`src/rtl/crb_ram.sv`:
```
module crb_ram #(
   parameter int DATA_W = 48,
   parameter int DEPTH  = 16,
   parameter int ADDR_W = 4
) (
   input  logic              clock,
   input  logic              wr_en,
   input  logic [ADDR_W-1:0] wr_addr,
   input  logic [DATA_W-1:0] wr_data,
   input  logic [ADDR_W-1:0] rd_addr,
   output logic [DATA_W-1:0] rd_data
);
   logic [DATA_W-1:0] mem_ff [DEPTH];
   logic [DATA_W-1:0] rdata_ff;

   always_ff @(posedge clock) begin
      if (wr_en) begin
         mem_ff[wr_addr] <= wr_data;
      end
      rdata_ff <= mem_ff[rd_addr];
   end

   assign rd_data = rdata_ff;
endmodule

```
`config.mk`:
```
export PLATFORM = sky130hd
export DESIGN_NAME = crb_ram
export DESIGN_NICKNAME = d
export VERILOG_FILES = /design/src/rtl/crb_ram.sv
export SDC_FILE = /design/constraint.sdc
export NUM_CORES = 1
export LEC_CHECK = 0
export BUFFER_PORTS_ARGS = -buffer_cell sky130_fd_sc_hd__buf_2
export CAP_MARGIN = 0
export CELL_PAD_IN_SITES_DETAIL_PLACEMENT = 0
export CELL_PAD_IN_SITES_GLOBAL_PLACEMENT = 2
export CORE_UTILIZATION = 40
export DETAILED_ROUTE_END_ITERATION = 10
export GPL_TIMING_DRIVEN = 0
export PLACE_DENSITY = 0.79
export SYNTH_ARGS = -nofsm -noshare
export SYNTH_HDL_FRONTEND = slang
export SYNTH_SLANG_ARGS = --single-unit
```
`constraint.sdc`:
```
create_clock -name clock -period 4.4 [get_ports clock]
set_clock_uncertainty 0.05 [all_clocks]
set_input_delay 0.22 -clock clock [delete_from_list [all_inputs] [get_ports clock]]
set_output_delay 0.22 -clock clock [all_outputs]
set_load 0.05 [all_outputs]
```
==> results by group <==
Outcome
  • Status: finished with violations
  • Failing checks: design-rule violations

Floorplanning
  • Die height: between 200 and 300 um
  • Rows: just under 100
  • Die area: 75,300 um2
  • Core area: roughly 73,000 um2
  • Die X: approximately 270 um
  • Initial Util: about two fifths
  • # IOs: between 100 and 150

Power
  • Comb pwr share: around 6.0%
  • Sw Pwr: between 0.003 and 0.004 W
  • Internal: approximately 0.013 W
  • PwrDens: roughly 470 nW/um2
  • Static Leak: between 10 and 15 nW
  • Clk network pwr share: a little over two fifths
  • Switch share: approximately a fifth
  • Pwr Total: around 0.017 W
  • Peak supply drop: 0.000261 V
  • Seq pwr share: between 50% and 60%

Setup path
  • Worst path required time: 4880 ps
  • CP Capture Type: flip-flop
  • CP Max Fanout: 10
  • Worst R2R Setup Slack: between 2000 and 3000 ps
  • FF-to-FF Start: mem_ff[2][27]$_DFFE_PP_
  • Worst EP arrival: 2400 ps
  • Worst Reg-to-Reg Cells: 3
  • Kind of critical path: in2reg
  • Reg-to-reg endpoint: rd_data[27]$_DFF_P_
  • Startpoint Class: primary input

Clocking
  • Clock tree from TritonCTS: yes
  • Post-cts resize count: 0
  • Worst-path clk slew: 60 ps
  • Clock latency on the worst-skew pair: between 600 and 700 ps
  • H-tree levels: 3
  • CTS buffer count: between 80 and 90
  • CTS Root Cell: clkbuf_16
  • Sink Count: 816
  • CTS max path bufs: 3

Timing
  • Worst-margin pin slew: 1020 ps
  • # setup viols final: 0
  • Period minus WS final: 1920 ps
  • Worst hold margin: slightly above 70 ps
  • FMAX: 0.520 GHz
  • RSZ-0062 raised after global routing: false
  • Worst rel slew slack: 32.1%
  • Final hold violations: 0
  • Slew Limit Fails: 0
  • TNS Setup: 0 ps
  • Final period utilization: ~44%
  • Final setup margin: around 2500 ps

Placement
  • Final GP Congestion: between 0.7 and 0.8
  • Pre-CTS worst setup slack: between 1500 and 2000 ps
  • Placed instance area: between 30,000 and 40,000 um2
  • Post-DP HPWL: around 40,000 um
  • IO Port Bufs: roughly 100

Detailed routing
  • Max Used Layer: met5
  • Met2 wire len: approximately 32,000 um
  • Vias: around 14,000
  • Drt pass-1 iters: 8
  • Vias per cell: between 5 and 6
  • WL met3: between 5000 and 6000 um
  • Metal1 wirelength: 27,900 um
  • WL final: around 66,000 um
  • DR DRC count: 22
  • Initial DRC count: 1,716
  • ANT nets after route: 0
  • Routed length per instance: roughly 26 um

Yosys
  • Largest cells by area after synthesis: edfxtp_1, mux4_2, dfxtp_1, a22oi_1, nand2_1
  • Synth area leader: edfxtp_1
  • Warnings from Yosys: 0
  • Syn nets: about 1,300
  • Mapped cell area: roughly 30,000 um2
  • Post-synth cell types: 17
  • Syn Area/Cell: about 24 um2
  • Seq/Total Area, Yosys: around four fifths
  • Post-synth top area share: between 70% and 80%
  • Seq cells post-synth: just over 800
  • Cell count after synthesis: roughly 1,200

Min path
  • Worst Hold Class: in2reg
  • Worst hold stages: 2
  • Hold Path End: mem_ff[0][33]$_DFFE_PP_
  • Hold Path Origin: wr_addr[0]

Global routing
  • Antenna violations before repair: 6
  • First-pass GRT wire length: 96,700 um
  • Vias in the first global route: 14,500
  • GRT Overall Usage: around 18%
  • Total grt overflow: 0
  • Largest net degree at the start of global routing: 25

Final layout
  • Commonest non-fill, non-tap cells in the layout: edfxtp_1, mux4_2, buf_2
  • Seq. cell area: between 20,000 and 25,000 um2
  • Nets: approximately 1,600
  • Post-route design area: 35,600 um2
  • Area Overhead vs Synth: 19.8%
  • Share of cells above drive strength 1: between 30% and 40%
  • Commonest non-fill, non-tap cell in the layout: edfxtp_1
  • Fillers: between 5,000 and 6,000
  • Multi-input logic area: approximately 5500 um2

Job
  • Max-cap violations: 0
cells by family (layout without fill, tap and decap cells):
family	count (synthesis)	in the layout	synth area share, %
flip-flops	816	816	80.9
multiplexers	192	192	14.6
AO/OA/AOI/OAI	96	96	2.43
AND/OR/NAND/NOR	75	75	1.05
buffers and inverters	63	411	1.06
other	0	5	0
how the worst max path moves through the flow:
| stage | startpoint | end | cells past startpoint |
|---|---|---|---|
| finish | rd_addr[2] | rd_data[27]$_DFF_P_ | 6 |
| global route | rd_addr[1] | rd_data[21]$_DFF_P_ | 5 |
| CTS | rd_addr[2] | rd_data[45]$_DFF_P_ | 6 |
| detailed placement | wr_en | mem_ff[12][18]$_DFFE_PP_ | 6 |
| global placement | wr_addr[3] | mem_ff[4][20]$_DFFE_PP_ | 3 |
| floorplan | wr_addr[2] | mem_ff[8][0]$_DFFE_PP_ | 2 |
registers in the layout (all words and copies together) (netlist names):
signal and cells:
mem_ff 768, rd_data 48
power groups by stage:
| stage | clock [W] | sequential (W) | combinational [W] |
|---|---|---|---|
| 6_report | 0.00710 | 0.00873 | 0.00101 |
| 5_1_grt | 0.00754 | 0.00874 | 0.00108 |
| 4_1_cts | 0.00725 | 0.00874 | 0.00103 |
| 3_5_place_dp | 0 | 0.00890 | 0.000986 |
| 3_3_place_gp | 0 | 0.00891 | 0.000931 |
| 2_1_floorplan | 0 | 0.00908 | 0.000413 |
metrics by stage:
| stage | util, % | std cells |
|---|---|---|
| after floorplan | - | 1242 |
| after global placement | 42.9 | 2304 |
| after detailed placement | 44.2 | 2349 |
| after CTS | 48.6 | 2549 |
| after global routing | 48.6 | 2550 |
| final | 48.6 | 2554 |
synth_stat cells:
cell type and count:
edfxtp_1 768, buf_4 18, buf_2 8, nand3b_1 2, or3b_2 1, mux4_2 192, nand2b_1 2, and2_1 1
buf_1 9, nor2b_1 2, nor3_1 4, a22oi_1 96, nand3_1 1, nand2_1 49, clkbuf_1 28, dfxtp_1 48
nor2_1 13
critical path: stages:
cell      delay [ps]
buf_2            140
nor2b_1          260
clkbuf_1         660
clkbuf_1         700
a22oi_1          180
nand2_1          210
per-layer routing:
metal	track usage [%]	vias up
met5	0	-
met4	3.98	4
met3	3.88	88
met2	28.1	564
met1	25.5	7446
li1	-	5892
timing repair:
item,in CTS,in global routing
endpoints found under the hold margin,768,0
setup buffers,0,0
hold buffers,48,0
layout make-up:
cell class              count  share of cell area, %
multi-input cells         363                   15.4
clock buffers             100                   6.16
plain buffers              63                  0.883
repair buffers            196                   5.07
flip-flops and latches    816                   67.5
well taps                 959                   3.37
diodes                      5                 0.0352
clock inverters            52                   1.57
Note: power is estimated with default switching activity, not from simulation.
