File: src/rtl/crb_pkg.sv
package crb_pkg;

   localparam int SIZE_W    = 48;
   localparam int COUNT_W   = 32;
   localparam int TIME_W    = 48;
   localparam int RA_W      = 53;
   localparam int CSR_W     = 48;
   localparam int CSR_IDX_W = 2;

   localparam logic [RA_W-1:0] RA_MAX = {RA_W{1'b1}};
   localparam logic [SIZE_W-1:0] SIZE_MAX = {SIZE_W{1'b1}};

   localparam logic [31:0] TIMEOUT_RESET   = 32'd500000;
   localparam logic [31:0] THRESHOLD_RESET = 32'd100;

   localparam logic [CSR_IDX_W-1:0] CSR_TOTAL_SIZE       = 2'd0;
   localparam logic [CSR_IDX_W-1:0] CSR_TIMEOUT_US       = 2'd1;
   localparam logic [CSR_IDX_W-1:0] CSR_ACCESS_THRESHOLD = 2'd2;

   typedef struct packed {
      logic [SIZE_W-1:0]  prev_limit;
      logic [SIZE_W-1:0]  load_bytes;
      logic [COUNT_W-1:0] hit_count;
      logic [TIME_W-1:0]  now_us;
      logic               last_shard;
   } crb_req_type;

   typedef struct packed {
      logic [5:0]        shard_index;
      logic [SIZE_W-1:0] new_limit;
      logic              read_ahead_allowed;
      logic              rebalanced;
      logic              last_result;
   } crb_rsp_type;

   typedef struct packed {
      logic start;
      logic mul_mode;
   } crb_unit_ctl_type;

   typedef enum logic [1:0] {
      UNIT_IDLE,
      UNIT_MUL,
      UNIT_DIV,
      UNIT_DONE
   } crb_unit_state_type;

   typedef enum logic [3:0] {
      ST_IDLE,
      ST_RA_ACC,
      ST_DECIDE,
      ST_STATUS,
      ST_P1_FETCH,
      ST_P1_START,
      ST_P1_WAIT,
      ST_EXTRA,
      ST_R_CHECK,
      ST_R_DIVW,
      ST_R_FETCH,
      ST_R_UPD,
      ST_O_FETCH,
      ST_O_SEND
   } crb_state_type;

endpackage

File: src/rtl/crb_muldiv.sv
module crb_muldiv #(
   parameter int B_W    = 53,
   parameter int PROD_W = 101
) (
   input  logic                               clock,
   input  logic                               reset,
   input  crb_pkg::crb_unit_ctl_type          ctl,
   input  logic [crb_pkg::SIZE_W-1:0]         op_a,
   input  logic [B_W-1:0]                     op_b,
   input  logic [crb_pkg::SIZE_W-1:0]         divisor,
   output logic                               done,
   output logic [PROD_W-1:0]                  quotient
);
   import crb_pkg::*;

   localparam int STEP_W = $clog2(PROD_W + 1);

   crb_unit_state_type ustate_ff, ustate_in;
   logic [PROD_W-1:0]  acc_ff, acc_in;
   logic [SIZE_W-1:0]  rem_ff, rem_in;
   logic [SIZE_W-1:0]  a_ff, a_in;
   logic [B_W-1:0]     b_ff, b_in;
   logic [SIZE_W-1:0]  d_ff, d_in;
   logic [STEP_W-1:0]  step_ff, step_in;

   always_ff @(posedge clock) begin
      if (reset) begin
         ustate_ff <= UNIT_IDLE;
      end else begin
         ustate_ff <= ustate_in;
      end
      acc_ff  <= acc_in;
      rem_ff  <= rem_in;
      a_ff    <= a_in;
      b_ff    <= b_in;
      d_ff    <= d_in;
      step_ff <= step_in;
   end

   always_comb begin
      logic [SIZE_W:0] trial;
      logic [SIZE_W:0] diff;
      logic            ge;
      ustate_in = ustate_ff;
      acc_in    = acc_ff;
      rem_in    = rem_ff;
      a_in      = a_ff;
      b_in      = b_ff;
      d_in      = d_ff;
      step_in   = step_ff;
      done      = 1'b0;
      trial     = {rem_ff, acc_ff[PROD_W-1]};
      ge        = (trial >= {1'b0, d_ff});
      diff      = trial - {1'b0, d_ff};
      unique case (ustate_ff)
         UNIT_IDLE: begin
            if (ctl.start) begin
               a_in   = op_a;
               b_in   = op_b;
               d_in   = divisor;
               rem_in = '0;
               if (ctl.mul_mode) begin
                  acc_in    = '0;
                  step_in   = STEP_W'(B_W);
                  ustate_in = UNIT_MUL;
               end else begin
                  acc_in    = PROD_W'(op_b);
                  step_in   = STEP_W'(PROD_W);
                  ustate_in = UNIT_DIV;
               end
            end
         end
         UNIT_MUL: begin
            // Shift-and-add, most significant multiplier bit first.
            acc_in  = {acc_ff[PROD_W-2:0], 1'b0} + (b_ff[B_W-1] ? PROD_W'(a_ff) : '0);
            b_in    = {b_ff[B_W-2:0], 1'b0};
            step_in = step_ff - STEP_W'(1);
            if (step_ff == STEP_W'(1)) begin
               step_in   = STEP_W'(PROD_W);
               rem_in    = '0;
               ustate_in = UNIT_DIV;
            end
         end
         UNIT_DIV: begin
            // Restoring division: quotient bits shift in as dividend bits shift out.
            rem_in  = ge ? diff[SIZE_W-1:0] : trial[SIZE_W-1:0];
            acc_in  = {acc_ff[PROD_W-2:0], ge};
            step_in = step_ff - STEP_W'(1);
            if (step_ff == STEP_W'(1)) begin
               ustate_in = UNIT_DONE;
            end
         end
         UNIT_DONE: begin
            done      = 1'b1;
            ustate_in = UNIT_IDLE;
         end
         default: begin
            ustate_in = UNIT_IDLE;
         end
      endcase
   end

   assign quotient = acc_ff;
endmodule
File: config.mk
export PLATFORM = sky130hd
export DESIGN_NAME = crb_muldiv
export DESIGN_NICKNAME = d
export VERILOG_FILES = /design/src/rtl/crb_pkg.sv /design/src/rtl/crb_muldiv.sv
export SDC_FILE = /design/constraint.sdc
export NUM_CORES = 1
export LEC_CHECK = 0
export ABC_AREA = 1
export BUFFER_PORTS_ARGS = -buffer_cell sky130_fd_sc_hd__buf_2
export CORE_MARGIN = 8
export CORE_UTILIZATION = 57
export CTS_BUF_LIST = sky130_fd_sc_hd__clkbuf_8
export DETAILED_ROUTE_END_ITERATION = 10
export GPL_TIMING_DRIVEN = 0
export PLACE_DENSITY = 0.84
export SYNTH_ARGS = -nofsm -noshare
export SYNTH_HDL_FRONTEND = slang
export SYNTH_SLANG_ARGS = --single-unit
File: constraint.sdc
create_clock -name clock -period 10.54 [get_ports clock]
set_clock_uncertainty 0.1 [all_clocks]
set_input_delay 0.527 -clock clock [delete_from_list [all_inputs] [get_ports clock]]
set_output_delay 0.527 -clock clock [all_outputs]
set_load 0.01 [all_outputs]
==> run summary, run 1 <==
Asr flop ratio synth -> 0
Post-DP HPWL -> 65010 µm
CP Launch Type -> flop
Root Driver -> clkbuf_8
Hold Path Class -> primary input to flop
Crit path max fanout -> 10
Number of CTS-inserted buffers -> 54
Final GP Congestion -> 1.043
WS Path Type -> flop to flop
PortBufs -> 254
Status -> complete, no violations
Synth Register Bits -> 307
Final period utilization -> 0.4313
Antenna viol nets, final -> 0
Syn Nets -> 3644
H-tree levels -> 2
Sequential fraction of the synthesis area -> 0.3959
Die W -> 217.9 µm
Largest net degree at the start of global routing -> 72
Final Critical Period -> 4546 ps
Mapped Cells -> 3388
Clk pwr share -> 0.151
WL final -> 85260 µm
Fmax -> 0.2200 GHz
Mean Syn Cell Area -> 6.858 µm²
Worst flop-to-flop path startpoint -> b_ff[52]
Post-CTS Setup Inserts -> 0
Crit. End Element -> flop
Slew Limit Fails -> 0
Routed via count -> 24443
Required time worst endpoint -> 10860 ps
Flop pwr share -> 0.297
CTS tree -> done
Yosys cell types -> 51
Vias per inst -> 5.579
Tot GR Track Use -> 0.3504
Crit. Startpoint -> b_ff[52]
1st-pass router iterations -> 6
Nets -> 4057
Max-slew headroom at the worst pin -> 0.3248
Die area -> 47480 µm²
Top FF cell, synth -> edfxtp_1
Most common cell after layout, fill and taps aside -> nand2_1
Core Footprint -> 40550 µm²
Worst-skew pair later-pin latency -> 690 ps
Initial antenna violation count -> 3
DRT iter0 DRCs -> 2750
Clock transition at the registers of the reported paths -> 60 ps
Worst slew pin tran -> 1013 ps
Gr ovfl total -> 0
Crit path to -> quotient[77]
Power per cell area -> 299.5 nW/µm²
Vias in the first global route -> 23170
Clock sinks -> 307
Post-place instance area -> 25330 µm²
Final Hold Fails -> 0
Synth area leader -> edfxtp_1
Max rail drop VDD -> 0.1860 mV
Pleak -> 13.29 nW
Most frequent cells in the layout -> nand2_1, inv_1, nor2_1
I/O pin cnt -> 255
Share of cells above drive strength 1 -> 0.1089
R2R Path End -> quotient[77]
Proportion of netlist area held by the largest area contributor -> 0.3942
Global-route wire length before repair -> 129300 µm
Setup_tns -> 0 ps
Final setup violation count -> 0
Mapped Area -> 23230 µm²
CP Data Arrival Time -> 4870 ps
Sw Share -> 0.5085
Final instance area -> 27470 µm²
RSZ-0062 raised after global routing -> no
Layout Area Growth over Synthesis -> 18.24%
Logic pwr share -> 0.552
Maxcap violations -> 0
Synthesis warning total -> 0
Reg-to-reg slack, setup -> 5990 ps
Drc violations -> 0
Dominant cells by area after synthesis -> edfxtp_1, nand2_1, inv_1
Chip height -> 217.9 µm
Clock Path Buffers -> 3
Internal Power -> 4.045 mW
Drt wl/cell -> 19.46 µm
Initial core utilization -> 0.5729
Row Count -> 74
R2R depth -> 16
Total power draw -> 8.229 mW
NetSw -> 4.184 mW
EDFF count, synth -> 305
==> cell families (layout without fill, tap and decap cells) <==
kind of cell / Yosys count / after routing / synth area share
adders and majority gates: 103 / 103 / 0.05612
other: 0 / 3 / 0
buffers and inverters: 606 / 1064 / 0.1004
xor gates and xnor gates: 34 / 34 / 0.01282
DFF: 307 / 307 / 0.3959
AOI/OAI and AO/OA: 438 / 438 / 0.1004
and+or+nand+nor: 1900 / 1900 / 0.3343
==> synthesized netlist by cell type (10+ instances only) <==
cell / instances
o21bai_1: 14
nand2_2: 11
o21ai_1: 36
clkbuf_1: 48
a21oi_1: 176
nand2_1: 1251
nand3_1: 146
edfxtp_1: 305
nand4_1: 52
nor2_2: 11
nand3b_1: 14
xor2_1: 24
nor2_1: 341
o21ai_0: 177
ha_1: 101
buf_1: 13
xnor2_1: 10
nor3_1: 36
inv_1: 529
==> power by group through the flow <==
stage,logic (mW),registers [mW],clock network [mW]
after floorplan,2.84,2.44,0
after global placement,4.23,2.51,0
after detailed placement,4.35,2.44,0
after CTS,4.42,2.42,1.23
after global routing,4.96,2.49,1.29
final,4.54,2.44,1.25
==> how the worst min path moves through the flow <==
stage / start / endpoint / slack, ps / cells after the start
6_report: op_b[32] / b_ff[32] / 40 / 3
5_1_grt: op_b[45] / b_ff[45] / 40 / 3
4_1_cts: op_b[46] / b_ff[46] / 9 / 3
3_5_place_dp: b_ff[8] / b_ff[9] / 410 / 2
3_3_place_gp: b_ff[51] / b_ff[52] / 400 / 2
2_1_floorplan: b_ff[31] / b_ff[32] / 390 / 2
==> area by class of cell <==
class / count / area [µm²]
diodes: 3 / 7.507
plain buffers: 72 / 329.1
clock buffers: 54 / 743.2
clock inverters: 47 / 419.2
fillers: 3567 / 13080
inverters: 534 / 2007
multi-input cells: 2475 / 11730
flip-flops and latches: 307 / 9199
well taps: 532 / 665.6
repair buffers: 357 / 2370
==> registers in the layout, summed over array words and instances (netlist names) <==
name,flops
a_ff,48
ustate_ff,2
quotient,101
rem_ff,48
d_ff,48
step_ff,7
b_ff,53
==> what timing repair did <==
item,4_1_cts,5_1_grt
gates resized for setup,0,0
hold endpoints to repair,98,0
hold buffers,97,0
endpoints found under the setup margin,0,0
==> critical path, cell delays in order, from the launching register on <==
cell      delay [ps]
edfxtp_1         550
clkbuf_1         730
buf_1            490
nand2_1          110
inv_1             80
ha_1             210
nand2_1          140
nor2_1           300
nand2_1          240
nor3_1           450
nand2_1          100
nand3_1          150
nand2_1           70
nand2_1          310
nand3_1          120
nand2_1           80
a21oi_1           80
==> metrics by stage <==
| step | hold slack, ps | setup slack, ps | cells | util |
|---|---|---|---|---|
| after global placement | 399.0 | -3734 | 4174 | 0.6207 |
| after global routing | 40.81 | 5891 | 4380 | 0.6773 |
| final | 40.18 | 5994 | 4381 | 0.6774 |
| after detailed placement | 414.6 | 6280 | 4180 | 0.6246 |
| after floorplan | 394.3 | 821.3 | 3388 | - |
| after CTS | 8.817 | 6266 | 4378 | 0.6772 |
==> layer usage <==
| metal | track usage | wire [µm] | vias to the layer above |
|---|---|---|---|
| met5 | 0 | 13 | - |
| li1 | - | - | 11700 |
| met3 | 0.07712 | 9260 | 229 |
| met2 | 0.5539 | 38000 | 1370 |
| met1 | 0.4619 | 34230 | 11142 |
| met4 | 0.1446 | 3760 | 2 |
Power figures use the tool's default switching activity.
==> run 2: changes to the inputs <==
Settings changed: CORE_UTILIZATION 57 to 56, PLACE_DENSITY 0.84 to 0.86.
Clock period 10.54 ns to 3.7 ns, I/O delays scaled along.
==> run summary, run 2 (synthesis gave the netlist of run 1 again) <==
Root Driver -> clkbuf_8
Most common cell after layout, fill and taps aside -> nand2_1
Final period utilization -> 0.9784 (+0.5471)
Final Critical Period -> 3620 ps (-925.9 ps)
Slew Limit Fails -> 0 (unchanged)
Final setup violation count -> 0 (unchanged)
Global-route wire length before repair -> 132400 µm (+2.4%)
Setup ws final -> 80.04 ps (-5914 ps)
Vias in the first global route -> 23685 (+2.2%)
Core Footprint -> 40920 µm² (+0.91%)
NetSw -> 11.91 mW (+180%)
Initial antenna violation count -> 4 (+1)
Post-place instance area -> 25410 µm² (+0.32%)
Nets -> 4116 (+1.5%)
Antenna viol nets, final -> 0 (unchanged)
RSZ-0062 raised after global routing -> no
Clock Path Buffers -> 3 (unchanged)
WS Path Type -> flop to flop
Max rail drop VDD -> 0.5210 mV (+180%)
Status -> complete, no violations
Required time worst endpoint -> 4020 ps (-6840 ps)
Drt wl/cell -> 19.70 µm (+1.2%)
Maxcap violations -> 0 (unchanged)
Final Hold Fails -> 0 (unchanged)
Die area -> 48260 µm² (+1.7%)
Chip height -> 219.7 µm (+0.82%)
Drc violations -> 0 (unchanged)
I/O pin cnt -> 255 (unchanged)
Crit. End Element -> flop
CTS tree -> done
Crit path max fanout -> 10 (unchanged)
Number of CTS-inserted buffers -> 53 (-1.9%)
Worst-skew pair later-pin latency -> 690 ps (about the same)
Final instance area -> 28000 µm² (+1.9%)
Max-slew headroom at the worst pin -> 0.3515 (+0.02676)
Flop pwr share -> 0.300 (+0.003)
Logic pwr share -> 0.568 (+0.016)
Initial core utilization -> 0.5677 (-0.005185)
Pleak -> 13.56 nW (+2.0%)
Largest net degree at the start of global routing -> 71 (-1.4%)
Hold_sp -> op_a[34]
Row Count -> 74 (unchanged)
Routed via count -> 24819 (+1.5%)
Placement Setup Slack -> -547.5 ps (-6828 ps)
Clock sinks -> 307 (unchanged)
Final GP Congestion -> 1.001 (-4.0%)
CP Launch Type -> flop
Vias per inst -> 5.595 (+0.28%)
Sw Share -> 0.5138 (+0.005340)
Worst slew pin tran -> 970.3 ps (-42.57 ps)
Tot GR Track Use -> 0.3552 (+0.004821)
Gr ovfl total -> 0 (unchanged)
Post-DP HPWL -> 65000 µm (about the same)
Fmax -> 0.2762 GHz (+26%)
Most frequent cells in the layout -> nand2_1, inv_1, nor2_1
DRT iter0 DRCs -> 3189 (+16%)
H-tree levels -> 2 (unchanged)
Clock transition at the registers of the reported paths -> 70 ps (about the same)
Internal Power -> 11.27 mW (+180%)
Clk pwr share -> 0.133 (-0.018)
Die W -> 219.7 µm (+0.82%)
PortBufs -> 254 (unchanged)
Largest register FFs -> 101 (unchanged)
Worst flop-to-flop path startpoint -> b_ff[52]
Layout Area Growth over Synthesis -> 20.53%
Share of cells above drive strength 1 -> 0.1102 (+0.001227)
1st-pass router iterations -> 7 (+1)
Power per cell area -> 827.8 nW/µm² (+180%)
CP Data Arrival Time -> 3940 ps (-930 ps)
Crit. Startpoint -> b_ff[52]
Hold Path Class -> primary input to flop
WL final -> 87380 µm (+2.5%)
[run 2: changes by cell type in the layout (fill, tap and decap cells not counted), sizes merged]
| cell | previous run | this run |
|---|---|---|
| buf | 283 | 285 |
| bufinv | 7 | 2 |
| clkbuf | 103 | 104 |
| clkinv | 24 | 27 |
| clkinvlp | 5 | 0 |
| diode | 3 | 1 |
| dlygate4sd3 | 97 | 154 |
| inv | 545 | 549 |
[run 2: cell type report]
class / count / area (µm²)
diodes: 1 / 2.502
plain buffers: 72 / 337.8
clock buffers: 54 / 743.2
clock inverters: 44 / 240.2
fillers: 3453 / 12920
inverters: 534 / 2007
multi-input cells: 2475 / 11800
flip-flops and latches: 307 / 9201
well taps: 532 / 665.6
repair buffers: 417 / 3010
[run 2: power groups by stage]
| stage | registers [mW] | clock network [mW] | logic [mW] |
|---|---|---|---|
| 2_1_floorplan | 6.89 | 0 | 8.10 |
| 3_3_place_gp | 7.03 | 0 | 12.0 |
| 3_5_place_dp | 6.93 | 0 | 12.5 |
| 4_1_cts | 6.87 | 3.03 | 12.7 |
| 5_1_grt | 7.08 | 3.20 | 14.4 |
| 6_report | 6.95 | 3.07 | 13.2 |
[run 2: critical path: stages, from the launching register on]
cell	delay, ps
edfxtp_1	430
clkbuf_4	280
nand2_1	100
inv_1	40
ha_1	260
fa_1	500
nand3_1	120
nand3_1	180
nand2_1	110
nand2_1	130
nand2_1	100
nand2_1	210
nand2_1	120
nand2_1	140
nand2_1	110
nand2_2	150
o21ai_0	210
a21oi_1	70
[run 2: worst paths after layout]
path | end | slack [ps] | cells after the start
max | quotient[63] | 80 | 17
min | a_ff[34] | 110 | 2
max reg2reg | quotient[63] | 80 | 17
min reg2reg | b_ff[11] | 430 | 2
[run 2: per-stage QoR]
| stage | util | power, mW | setup TNS (ps) | instances | hold slack, ps |
|---|---|---|---|---|---|
| final | 0.6843 | 23.18 | 0 | 4436 | 108.6 |
| after global routing | 0.6843 | 24.65 | 0 | 4436 | 117.7 |
| after CTS | 0.6832 | 22.61 | 0 | 4435 | 93.25 |
| after detailed placement | 0.6209 | 19.41 | -10420 | 4182 | 262.8 |
| after global placement | 0.6157 | 19.07 | -526010 | 4174 | 261.1 |
| after floorplan | - | 14.99 | -228050 | 3388 | 155.6 |
[run 2: routing by layer]
metal,global-route usage,vias up,routed length (µm)
met5,0,-,27
met4,0.1719,4,4350
met3,0.07775,295,9496
met2,0.5708,1451,39300
met1,0.4516,11269,34210
li1,-,11800,-
[run 2: timing repair]
item	CTS	global route
setup buffers	1	0
hold buffers	154	0
setup endpoints to repair	66	37
gates resized for setup	5	15
endpoints found under the hold margin	206	0
pin swaps	0	0
